File: config.mk
export PLATFORM = sky130hd
export DESIGN_NAME = spdif_status_volume_sync_detector_unit
export DESIGN_NICKNAME = d
export VERILOG_FILES = /design/src/rtl/core/ssvsd_pkg.sv /design/src/rtl/core/spdif_status_volume_sync_detector_unit.sv /design/src/rtl/core/ssvsd_front.sv /design/src/rtl/core/ssvsd_queue.sv /design/src/rtl/core/ssvsd_back.sv
export SDC_FILE = /design/constraint.sdc
export NUM_CORES = 1
export LEC_CHECK = 0
export BUFFER_PORTS_ARGS = -buffer_cell sky130_fd_sc_hd__buf_2
export CORE_MARGIN = 4
export CORE_UTILIZATION = 42
export CTS_CLUSTER_DIAMETER = 50
export DETAILED_ROUTE_END_ITERATION = 7
export MAX_ROUTING_LAYER = met4
export PLACE_DENSITY = 0.6
export RECOVER_POWER = 100
export SKIP_CTS_REPAIR_TIMING = 1
export SLEW_MARGIN = 20
export SYNTH_ARGS = -nofsm -noshare
export SYNTH_HDL_FRONTEND = slang
export SYNTH_SLANG_ARGS = --single-unit
File: constraint.sdc
create_clock -name clk -period 7.59 [get_ports clk]
set_input_delay 0.3795 -clock clk [delete_from_list [all_inputs] [get_ports clk]]
set_output_delay 0.3795 -clock clk [all_outputs]
set_load 0.05 [all_outputs]
File: src/rtl/core/ssvsd_pkg.sv
// Shared types, codes and constants of the optical sync-signature detector.
package ssvsd_pkg;

  // Item kinds carried in the input tuser
  localparam logic [1:0] OP_POLL       = 2'd0;
  localparam logic [1:0] OP_SRC_CHANGE = 2'd1;
  localparam logic [1:0] OP_PRESET     = 2'd2;
  localparam logic [1:0] OP_INVALIDATE = 2'd3;

  // Configuration register indexes
  localparam logic [1:0] REG_ENABLE   = 2'd0;
  localparam logic [1:0] REG_RISE_THR = 2'd1;
  localparam logic [1:0] REG_FALL_THR = 2'd2;

  // Signature bytes and field masks
  localparam logic [7:0] SIG_C_BYTE  = 8'h8A;
  localparam logic [7:0] SIG_B_BYTE  = 8'h04;
  localparam logic [3:0] SIG_NIBBLE  = 4'hF;
  localparam logic [7:0] NEVER_SEEN  = 8'hFF;
  localparam logic [7:0] STREAK_MAX  = 8'hFF;
  localparam logic [6:0] VOL_CLAMP   = 7'd100;
  localparam int         VOL_MAX     = 100;
  localparam int         VOL_HALF    = 50;

  // Register reset values
  localparam logic [7:0] RISE_THR_RST = 8'd3;
  localparam logic [7:0] FALL_THR_RST = 8'd10;

  // Stream widths
  localparam int IN_DATA_W  = 72;
  localparam int OUT_DATA_W = 24;
  localparam int QUEUE_DEPTH = 2;

  // Volume to index lookup, 0..100
  typedef logic [6:0] idx_tab_t [0:VOL_MAX];

  // Classified request handed from the front to the back
  typedef struct packed {
    logic [1:0] op;
    logic       sel;
    logic       locked;
    logic       hit;
    logic       mute;
    logic [6:0] vol;
    logic [6:0] idx;
    logic [6:0] db;
    logic       umute;
  } item_t;

  // Result fields, first field in the top bits
  typedef struct packed {
    logic       seen_mute;
    logic [7:0] seen_volume;
    logic       mute_value;
    logic       mute_write;
    logic [6:0] volume_db;
    logic       volume_write;
    logic       present_changed;
    logic       present;
  } result_t;

  // Build the scaled index table at elaboration, round half up
  function automatic idx_tab_t build_idx_tab(input int center);
    idx_tab_t tab;
    int       q;
    for (int v = 0; v <= VOL_MAX; v++) begin
      q = (v * center + VOL_HALF) / VOL_MAX;
      if (q > center) q = center;
      tab[v] = 7'(q);
    end
    return tab;
  endfunction

endpackage

File: src/rtl/core/spdif_status_volume_sync_detector_unit.sv
// Top level of the optical sync-signature detector with volume and mute follow.
// Throughput: one request per cycle unless the output stalls; the front classifies
// combinationally and the back updates the detector state and output register as it
// pops the head of a two-entry queue between them.
// Reset: synchronous, active high; clears state, queue and output, loads register
// defaults (disabled, rise threshold 3, fall threshold 10), volume never seen.
module spdif_status_volume_sync_detector_unit import ssvsd_pkg::*; #(
  parameter int CENTER_INDEX = 60
) (
  input  logic                  clk,
  input  logic                  rst,
  input  logic                  cfg_wen,
  input  logic [1:0]            cfg_index,
  input  logic [7:0]            cfg_wdata,
  input  logic                  s_axis_tvalid,
  output logic                  s_axis_tready,
  // spdif_selected, cs_locked, cs_byte_5, cs_byte_6, cs_byte_7, cs_byte_8,
  // cs_byte_15, cs_byte_16, cs_byte_17, cs_byte_18, user_mute_now, zero fill
  input  logic [IN_DATA_W-1:0]  s_axis_tdata,
  // op
  input  logic [1:0]            s_axis_tuser,
  output logic                  m_axis_tvalid,
  input  logic                  m_axis_tready,
  // present, present_changed, volume_write, volume_db, mute_write, mute_value,
  // last volume seen, last mute seen, zero fill
  output logic [OUT_DATA_W-1:0] m_axis_tdata
);

  item_t   front_item;
  item_t   head_item;
  logic    q_full;
  logic    q_not_empty;
  logic    q_pop;
  logic    push;
  result_t res;

  assign s_axis_tready = !q_full;
  assign push          = s_axis_tvalid && s_axis_tready;

  ssvsd_front #(
    .CENTER_INDEX(CENTER_INDEX)
  ) u_front (
    .op   (s_axis_tuser),
    .data (s_axis_tdata),
    .item (front_item)
  );

  ssvsd_queue u_queue (
    .clk       (clk),
    .rst       (rst),
    .push      (push),
    .push_item (front_item),
    .full      (q_full),
    .pop       (q_pop),
    .not_empty (q_not_empty),
    .head      (head_item)
  );

  ssvsd_back u_back (
    .clk       (clk),
    .rst       (rst),
    .cfg_wen   (cfg_wen),
    .cfg_index (cfg_index),
    .cfg_wdata (cfg_wdata),
    .in_valid  (q_not_empty),
    .in_item   (head_item),
    .in_pop    (q_pop),
    .out_valid (m_axis_tvalid),
    .out_ready (m_axis_tready),
    .out_res   (res)
  );

  assign m_axis_tdata = {{(OUT_DATA_W - $bits(result_t)){1'b0}}, res};

endmodule

File: src/rtl/core/ssvsd_front.sv
// Front end: unpacks a request, checks both signature layouts and scales the volume.
module ssvsd_front import ssvsd_pkg::*; #(
  parameter int CENTER_INDEX = 60
) (
  input  logic [1:0]           op,
  input  logic [IN_DATA_W-1:0] data,
  output item_t                item
);

  localparam idx_tab_t   IdxTab    = build_idx_tab(CENTER_INDEX);
  localparam logic [6:0] CenterIdx = 7'(CENTER_INDEX);

  logic [7:0] b5, b6, b7, b8, b15, b16, b17, b18;
  logic       new_hit, old_hit;
  logic [7:0] vbyte;
  logic [6:0] vol;
  logic [6:0] idx;

  // Unpack the channel-status bytes
  assign b5  = data[9:2];
  assign b6  = data[17:10];
  assign b7  = data[25:18];
  assign b8  = data[33:26];
  assign b15 = data[41:34];
  assign b16 = data[49:42];
  assign b17 = data[57:50];
  assign b18 = data[65:58];

  // Newer layout takes precedence over the older one
  assign new_hit = (b16[3:0] == SIG_NIBBLE) && (b17 == SIG_B_BYTE) && (b18 == SIG_C_BYTE);
  assign old_hit = (b7[3:0] == SIG_NIBBLE) && (b6 == SIG_B_BYTE) && (b5 == SIG_C_BYTE);

  always_comb begin
    if (new_hit) begin
      vbyte = {b15[3:0], b16[7:4]};
    end else if (old_hit) begin
      vbyte = {b8[3:0], b7[7:4]};
    end else begin
      vbyte = 8'd0;
    end
  end

  // Clamp and scale the volume
  assign vol = (vbyte[6:0] > VOL_CLAMP) ? VOL_CLAMP : vbyte[6:0];
  assign idx = IdxTab[vol];

  always_comb begin
    item.op     = op;
    item.sel    = data[0];
    item.locked = data[1];
    item.hit    = new_hit || old_hit;
    item.mute   = vbyte[7];
    item.vol    = vol;
    item.idx    = idx;
    item.db     = idx - CenterIdx;
    item.umute  = data[66];
  end

endmodule

File: src/rtl/core/ssvsd_queue.sv
// Short queue of classified requests between the front and back ends.
module ssvsd_queue import ssvsd_pkg::*; (
  input  logic  clk,
  input  logic  rst,
  input  logic  push,
  input  item_t push_item,
  output logic  full,
  input  logic  pop,
  output logic  not_empty,
  output item_t head
);

  localparam int PtrW = $clog2(QUEUE_DEPTH);
  localparam int CntW = $clog2(QUEUE_DEPTH + 1);

  item_t          mem [QUEUE_DEPTH];
  logic [PtrW-1:0] wr_ptr;
  logic [PtrW-1:0] rd_ptr;
  logic [CntW-1:0] count;

  assign full      = (count == CntW'(QUEUE_DEPTH));
  assign not_empty = (count != '0);
  assign head      = mem[rd_ptr];

  // Store the incoming request
  always_ff @(posedge clk) begin
    if (push) begin
      mem[wr_ptr] <= push_item;
    end
  end

  // Advance pointers and fill count
  always_ff @(posedge clk) begin
    if (rst) begin
      wr_ptr <= '0;
      rd_ptr <= '0;
      count  <= '0;
    end else begin
      if (push) wr_ptr <= wr_ptr + 1'b1;
      if (pop)  rd_ptr <= rd_ptr + 1'b1;
      if (push && !pop) begin
        count <= count + 1'b1;
      end else if (pop && !push) begin
        count <= count - 1'b1;
      end
    end
  end

endmodule

File: src/rtl/core/ssvsd_back.sv
// Back end: hysteresis, volume cache, mute ownership and the output register.
module ssvsd_back import ssvsd_pkg::*; (
  input  logic       clk,
  input  logic       rst,
  input  logic       cfg_wen,
  input  logic [1:0] cfg_index,
  input  logic [7:0] cfg_wdata,
  input  logic       in_valid,
  input  item_t      in_item,
  output logic       in_pop,
  output logic       out_valid,
  input  logic       out_ready,
  output result_t    out_res
);

  // Configuration
  logic       enable;
  logic [7:0] rise_thr;
  logic [7:0] fall_thr;

  // Detector state
  logic       present_flag, present_flag_next;
  logic [7:0] rise_streak, rise_streak_next;
  logic [7:0] fall_streak, fall_streak_next;
  logic [7:0] seen_volume, seen_volume_next;
  logic       seen_mute, seen_mute_next;
  logic       cache_valid, cache_valid_next;
  logic [6:0] cached_index, cached_index_next;
  logic       mute_owned, mute_owned_next;

  logic       demote_req;
  logic       promote_req;
  logic       miss;
  logic [7:0] rise_inc;
  logic [7:0] fall_inc;
  result_t    res;

  assign in_pop = in_valid && (!out_valid || out_ready);

  assign rise_inc = (rise_streak == STREAK_MAX) ? rise_streak : rise_streak + 8'd1;
  assign fall_inc = (fall_streak == STREAK_MAX) ? fall_streak : fall_streak + 8'd1;

  // Work out the next state and the result of the head request
  always_comb begin
    present_flag_next = present_flag;
    rise_streak_next  = rise_streak;
    fall_streak_next  = fall_streak;
    seen_volume_next  = seen_volume;
    seen_mute_next    = seen_mute;
    cache_valid_next  = cache_valid;
    cached_index_next = cached_index;
    mute_owned_next   = mute_owned;
    demote_req        = 1'b0;
    promote_req       = 1'b0;
    miss              = 1'b0;
    res               = '0;

    case (in_item.op)
      OP_POLL: begin
        if (!enable || !in_item.sel) begin
          demote_req = 1'b1;
        end else if (!in_item.locked || !in_item.hit) begin
          miss = 1'b1;
        end else begin
          fall_streak_next = 8'd0;
          rise_streak_next = rise_inc;
          promote_req      = present_flag || (rise_inc >= rise_thr);
        end
      end
      OP_SRC_CHANGE: begin
        if (!in_item.sel) begin
          demote_req = 1'b1;
        end else begin
          rise_streak_next = 8'd0;
          fall_streak_next = 8'd0;
        end
      end
      OP_PRESET: begin
        rise_streak_next = 8'd0;
        fall_streak_next = 8'd0;
        cache_valid_next = 1'b0;
        demote_req       = !enable;
      end
      OP_INVALIDATE: begin
        cache_valid_next = 1'b0;
      end
      default: begin
        cache_valid_next = cache_valid;
      end
    endcase

    // Count a miss and demote once the fall run is long enough
    if (miss) begin
      rise_streak_next = 8'd0;
      fall_streak_next = fall_inc;
      demote_req       = fall_inc >= fall_thr;
    end

    // Drop to absent, releasing a mute this block imposed
    if (demote_req && present_flag) begin
      present_flag_next   = 1'b0;
      rise_streak_next    = 8'd0;
      cache_valid_next    = 1'b0;
      mute_owned_next     = 1'b0;
      res.present_changed = 1'b1;
      if (mute_owned && in_item.umute) begin
        res.mute_write = 1'b1;
        res.mute_value = 1'b0;
      end
    end

    // Follow the decoded volume and mute
    if (promote_req) begin
      res.present_changed = !present_flag;
      present_flag_next   = 1'b1;
      if (!cache_valid || (in_item.idx != cached_index)) begin
        res.volume_write  = 1'b1;
        res.volume_db     = in_item.db;
        cached_index_next = in_item.idx;
        cache_valid_next  = 1'b1;
      end
      if (in_item.mute != in_item.umute) begin
        res.mute_write  = 1'b1;
        res.mute_value  = in_item.mute;
        mute_owned_next = in_item.mute;
      end
      seen_volume_next = {1'b0, in_item.vol};
      seen_mute_next   = in_item.mute;
    end

    res.present     = present_flag_next;
    res.seen_volume = seen_volume_next;
    res.seen_mute   = seen_mute_next;
  end

  // Hold the state and apply configuration writes
  always_ff @(posedge clk) begin
    if (rst) begin
      enable       <= 1'b0;
      rise_thr     <= RISE_THR_RST;
      fall_thr     <= FALL_THR_RST;
      present_flag <= 1'b0;
      rise_streak  <= 8'd0;
      fall_streak  <= 8'd0;
      seen_volume  <= NEVER_SEEN;
      seen_mute    <= 1'b0;
      cache_valid  <= 1'b0;
      cached_index <= 7'd0;
      mute_owned   <= 1'b0;
    end else begin
      if (in_pop) begin
        present_flag <= present_flag_next;
        rise_streak  <= rise_streak_next;
        fall_streak  <= fall_streak_next;
        seen_volume  <= seen_volume_next;
        seen_mute    <= seen_mute_next;
        cache_valid  <= cache_valid_next;
        cached_index <= cached_index_next;
        mute_owned   <= mute_owned_next;
      end
      if (cfg_wen) begin
        case (cfg_index)
          REG_ENABLE: begin
            if (cfg_wdata[0] != enable) begin
              rise_streak <= 8'd0;
              fall_streak <= 8'd0;
              cache_valid <= 1'b0;
            end
            enable <= cfg_wdata[0];
          end
          REG_RISE_THR: rise_thr <= cfg_wdata;
          REG_FALL_THR: fall_thr <= cfg_wdata;
          default: begin
            enable <= enable;
          end
        endcase
      end
    end
  end

  // Output register
  always_ff @(posedge clk) begin
    if (rst) begin
      out_valid <= 1'b0;
    end else if (in_pop) begin
      out_valid <= 1'b1;
    end else if (out_ready) begin
      out_valid <= 1'b0;
    end
  end

  always_ff @(posedge clk) begin
    if (in_pop) begin
      out_res <= res;
    end
  end

endmodule
After elaboration in Yosys (flattened, before gate mapping)
Memories as Yosys holds them, arrays and structs flattened. A register that Yosys moved wholly into a read port is not among the register bits.
Index checks and enable logic that the tools add are counted.
{"block": "classes", "addsub": 7, "magnitude_cmp": 4, "eq_ne": 17, "muxes": 65, "n_bitwise": 1, "reduce_logical": 37}
{"cell": "8-bit 2-to-1 mux", "count": 23}
{"cell": "8-bit one-hot mux with 3 select lines", "count": 2}
{"cell": "8-bit equality test (second input constant)", "count": 4}
{"cell": "1-bit 2-to-1 mux", "count": 31}
{"cell": "7-bit 2-to-1 mux", "count": 3}
{"cell": "8-bit by 1-bit adder with 8-bit output (second input constant)", "count": 2}
{"cell": "8-bit by 3-bit equality test with 1-bit output (second input constant)", "count": 2}
{"cell": "8-bit greater-or-equal comparator", "count": 2}
{"cell": "11-bit 2-to-1 mux", "count": 1}
{"cell": "1-bit logical AND", "count": 10}
{"cell": "1-bit logical NOT", "count": 10}
{"cell": "2-bit equality test (second input constant)", "count": 4}
{"cell": "4-bit equality test (second input constant)", "count": 2}
{"cell": "8-bit greater-or-equal comparator (second input constant)", "count": 1}
{"cell": "2-bit 2-to-1 mux", "count": 4}
{"cell": "7-bit NOT with 8-bit output", "count": 1}
{"cell": "2-bit AND reduction", "count": 4}
{"cell": "7-bit greater-than comparator (second input constant)", "count": 1}
{"cell": "7-bit inequality test", "count": 1}
{"cell": "7-bit by 6-bit subtractor with 7-bit output (second input constant)", "count": 1}
{"cell": "1-bit logical OR", "count": 6}
{"cell": "2-bit nonzero test", "count": 3}
{"cell": "2-bit by 1-bit equality test with 1-bit output (second input constant)", "count": 2}
{"cell": "2-bit logical NOT", "count": 2}
{"cell": "7 further kinds", "count": 9}
{"block": "word_totals", "regBits": 78, "mem_bits_rw": 56, "mem_bits_ro": 896, "in_bits": 89, "out_inout_bits": 26, "word_cells": 156, "memories": 2}
{"name": "(name not given)", "depth": 128, "width": 7, "read_ports": 1, "rd_clocked_by_memory_dff": 0, "wr": 0, "line": "ssvsd_front.sv:45", "source": "assign idx = IdxTab[vol];"}
{"name": "u_queue.mem", "depth": 2, "width": 28, "read_ports": 1, "rd_clocked_by_memory_dff": 1, "wr": 1, "line": "ssvsd_queue.sv:16", "source": "item_t mem [QUEUE_DEPTH];"}

Logic depth before layout (Yosys ltp)
{"block": "depth", "ltp_word": 14, "depth_mapped": 16, "depth_no_buf": 15}

Modules after synthesis
Synthesis repeated with hierarchy kept, for this count alone.
{"block": "hier_totals", "hier_cells": 744, "area_unflattened_um2": 7513.5}
{"mod": "ssvsd_back", "n_inst": 1, "cells_per_inst": 418, "area_each_um2": 3782.4, "seq_area_each_um2": 1691.6}
{"mod": "ssvsd_queue", "n_inst": 1, "cells_per_inst": 109, "area_each_um2": 2234.6, "seq_area_each_um2": 1781.7}
{"mod": "ssvsd_front", "n_inst": 1, "cells_per_inst": 211, "area_each_um2": 1460.2, "seq_area_each_um2": 0.0}
{"mod": "spdif_status_volume_sync_detector_unit", "n_inst": 1, "cells_per_inst": 6, "area_each_um2": 36.3, "seq_area_each_um2": 0.0}

Least setup slack after synthesis
No wires, ideal clock.
{"block": "synth_path", "kind": "in2reg", "from": "input port s_axis_tdata[11]", "to": "memory u_queue.mem[0][5] (netlist name) (data pin)", "setup_time_ns": 0.265, "t_arrival_ns": 3.206, "required_ns": 7.325, "slack_ns": 4.119, "stages": 14, "path_buffers": 0, "cell_sequence": "or4b_1 -> or2_0 -> a2111oi_0 -> or2_2 -> nand2_1 -> nand2_1 -> inv_1 -> ha_1 -> nor3_1 -> o211ai_1 -> o211ai_1 -> o21ai_0 -> ha_1 -> xnor2_1"}
{"element": "start, declared", "line": "spdif_status_volume_sync_detector_unit.sv:19", "source": "input logic [IN_DATA_W-1:0] s_axis_tdata,"}
{"element": "end, declared", "line": "ssvsd_queue.sv:16"}

==> flow_metrics.tcl <==
set metrics [dict create \
    coreArea_um2 16580 \
    slowest_delay_ns 1.54 \
    regArea_um2 3273 \
    hold_path.class "in2reg" \
    syn_inst 713 \
    crit_path_cell_trace "clkbuf_1 > nor4b_1 > nand4_1 > a2111oi_0 > nor2_1 > clkinv_1 > o21ai_0 > a32oi_1 > o21ai_0 > ha_1 > xnor2_1" \
    p_sw_w 0.0007723 \
    start_util_pct 42.73 \
    final_common_cell "nor2_1" \
    place_hpwl_um 13310 \
    gp_congestion 0.8997 \
    ys_types 77 \
    grt_max_degree 43 \
    cts_max_level 4 \
    async_reset_ff_share_pct 0 \
    firstDrtPassIters 5 \
    wirelength_um 17650 \
    grt_pass1_vias 5766 \
    grt_pass1_wl_um 28680 \
    wire_per_inst_um 16.88 \
    worst_slack_ns 2.725 \
    p_comb_share_pct 25.0 \
    clk_pin_slew_ns 0.06 \
    die_height_um 137.9 \
    rsz0062_at_grt "no" \
    peakVddDrop_mv 0.1544 \
    slew_violations 134 \
    swShare_pct 33.31 \
    post-place-ws_ns 2.751 \
    violations "capacitance limit, slew limit" \
    reg2reg_depth 14 \
    diodes 0 \
    r2r_end "u_back.seen_volume[0]" \
    status "finished with violations" \
    rows 47 \
    r2r_setup_slack_ns 3.17 \
    r2r-start "u_back.rise_streak[0]" \
    syn_area_um2 7086 \
    cts_tree "done" \
    numCtsBuffers 17 \
    synth_flop_cell "edfxtp_1" \
    die_w_um 137.9 \
    critPathKind "in2reg" \
    setup_tns_ns 0 \
    root_buffer "clkbuf_16" \
    io-pin-count 115 \
    fin_crit_ns 4.865 \
    fillers 1546 \
    worstHoldEndpoint "u_queue.mem[1][25]" \
    num_vias 5873 \
    synth_edf_count 71 \
    max-slew-margin-rel_pct -33.61 \
    port_buffers 98 \
    power_frac_clock_pct 35.9 \
    cpMaxStageDelayCell "a2111oi_0" \
    nNetsFinal 931 \
    worstPathRequired_ns 7.73 \
    grt_antenna_before_repair 0 \
    worstSetupStartpointType "primary input" \
    cts_sinks 128 \
    worst_slew_pin_slew_ns 2.004 \
    crit_path_frequent_cell "o21ai_0" \
    drive_gt1_share_pct 14.77 \
    layout-area-overhead-vs-synth_pct 17.43 \
    cap_violations 5 \
    dieArea_um2 19010 \
    grt_overflow 0 \
    finalClockSkew_ns 0.009150 \
    multi_input_area_um2 3478 \
    drt_iter0_drc 351 \
    seq_power_share_pct 39.1 \
    postRouteAntennaNets 0 \
    drc 0 \
    crit_path_end_kind "flip-flop" \
    holdPathStages 1 \
    final_cell_mix "72 x nor2_1, 71 x edfxtp_1, 68 x buf_2" \
    crit_buf_inv 2 \
    seq_area_frac_synth_pct 46.19 \
    cp_data_arrival_time_ns 5.00 \
    cp_max_fo 10 \
    fin_crit_sh_pct 64.09 \
    p_per_area_nw_per_um2 278.6 \
    p_int_w 0.001546 \
    synth_seq_cells 128 \
    clockBufferDepth 2 \
    hold_viol_final 0 \
    setup_viol 0 \
    clk_latency_ns 0.41 \
    grt_usage_pct 19.64 \
    critical_path.top_delay_family "compound AO/OA/AOI/OAI gates" \
    syn_avg_cell_area_um2 9.938 \
    hp-start "s_axis_tdata[0]" \
    ys_warn_count 0 \
    fmax_mhz 205.6 \
    leakage_nw 3.341 \
    avgViaCountPerCell 5.615 \
]
-- area by class of cell --
class / count / area share, %
well taps: 220 / 3.308
multi-input cells: 509 / 41.80
flip-flops and latches: 128 / 39.34
clock inverters: 15 / 2.241
repair buffers: 106 / 5.895
clock buffers: 17 / 5.113
inverters: 51 / 2.301
-- synthesized netlist by cell type, types with 14 or more instances --
library cell,number,share of area (%)
a21oi_1,33,2.3
a22oi_1,15,1.6
and3_1,14,1.2
clkbuf_1,16,0.85
dfxtp_1,57,16
edfxtp_1,71,30
ha_1,29,5.1
inv_1,50,2.6
mux2i_1,39,5.5
nand2_1,41,2.2
nand3_1,21,1.5
nor2_1,72,3.8
o21ai_0,38,2.7
xnor2_1,14,1.7
-- registers in the layout (all words and copies together) (netlist names), named ones only --
register / cells
u_queue.mem: 50
u_back.out_res: 21
u_back.fall_streak: 8
u_back.fall_thr: 8
u_back.rise_streak: 8
u_back.rise_thr: 8
u_back.seen_volume: 8
u_back.cached_index: 6
u_queue.count: 2
u_back.cache_valid: 1
u_back.enable: 1
u_back.mute_owned: 1
u_back.out_valid: 1
u_back.present_flag: 1
u_back.seen_mute: 1
u_queue.rd_ptr: 1
u_queue.wr_ptr: 1
-- stage by stage --
stage	util, %	std cells	hold slack [ns]	cell area, um2	power, W
after floorplan	-	715	0.4181	7093	0.001360
after global placement	47.04	1014	0.4244	7801	0.001510
after detailed placement	47.04	1014	0.4514	7801	0.001529
after CTS	50.73	1046	0.1482	8413	0.002357
after global routing	50.17	1046	0.1534	8320	0.002424
final	50.17	1046	0.1593	8320	0.002318
-- logic make-up after synthesis --
| group | Yosys count | share of synthesized area, % |
|---|---|---|
| fa+ha+maj | 29 | 5.121 |
| mux | 51 | 7.417 |
| flops | 128 | 46.19 |
| compound gates | 182 | 18.21 |
| other cells | 1 | 0.05292 |
| simple gates | 222 | 15.89 |
| xor+xnor | 22 | 2.719 |
| buf+inv | 78 | 4.397 |
-- metal layers --
| metal | part of all wire (%) | vias up | global-route usage (%) |
|---|---|---|---|
| li1 | - | 2859 | - |
| met1 | 46 | 2781 | 24.60 |
| met2 | 48 | 211 | 33.43 |
| met3 | 4.7 | 22 | 2.903 |
| met4 | 1.5 | 0 | 5.214 |
| met5 | 0 | - | - |
-- worst register-to-register path, cell delays in order, from the launching register on --
cell and delay [ns]:
dfxtp_1 0.47, ha_1 0.21, and2_0 0.28, nand3_1 0.30, xnor2_1 0.27, ha_1 0.26, nand2b_1 0.14, a21o_1 0.17
a21o_1 0.17, a21oi_1 0.16, o21ai_0 0.19, o21ai_0 0.67, clkbuf_1 0.50, mux2_1 0.41, o21ai_0 0.16
-- power by group through the flow --
stage	Sequential (W)	Combinational (W)	Clock [W]
2_1_floorplan	0.00105	0.000310	0
3_3_place_gp	0.000912	0.000598	0
3_5_place_dp	0.000916	0.000612	0
4_1_cts	0.000902	0.000612	0.000843
5_1_grt	0.000919	0.000633	0.000873
6_report	0.000908	0.000579	0.000832
-- how the worst max path moves through the flow --
stage | cells after the start | slack (ns) | end | from
2_1_floorplan | 14 | 4.12 | u_queue.mem[0][5] | s_axis_tdata[11]
3_3_place_gp | 16 | 2.77 | u_queue.mem[0][7] | s_axis_tdata[63]
3_5_place_dp | 16 | 2.75 | u_queue.mem[0][7] | s_axis_tdata[63]
4_1_cts | 16 | 3.13 | u_queue.mem[1][7] | s_axis_tdata[63]
5_1_grt | 11 | 2.31 | u_queue.mem[1][5] | s_axis_tdata[7]
6_report | 11 | 2.73 | u_queue.mem[1][5] | s_axis_tdata[7]
(Power assumes the default switching activity.)
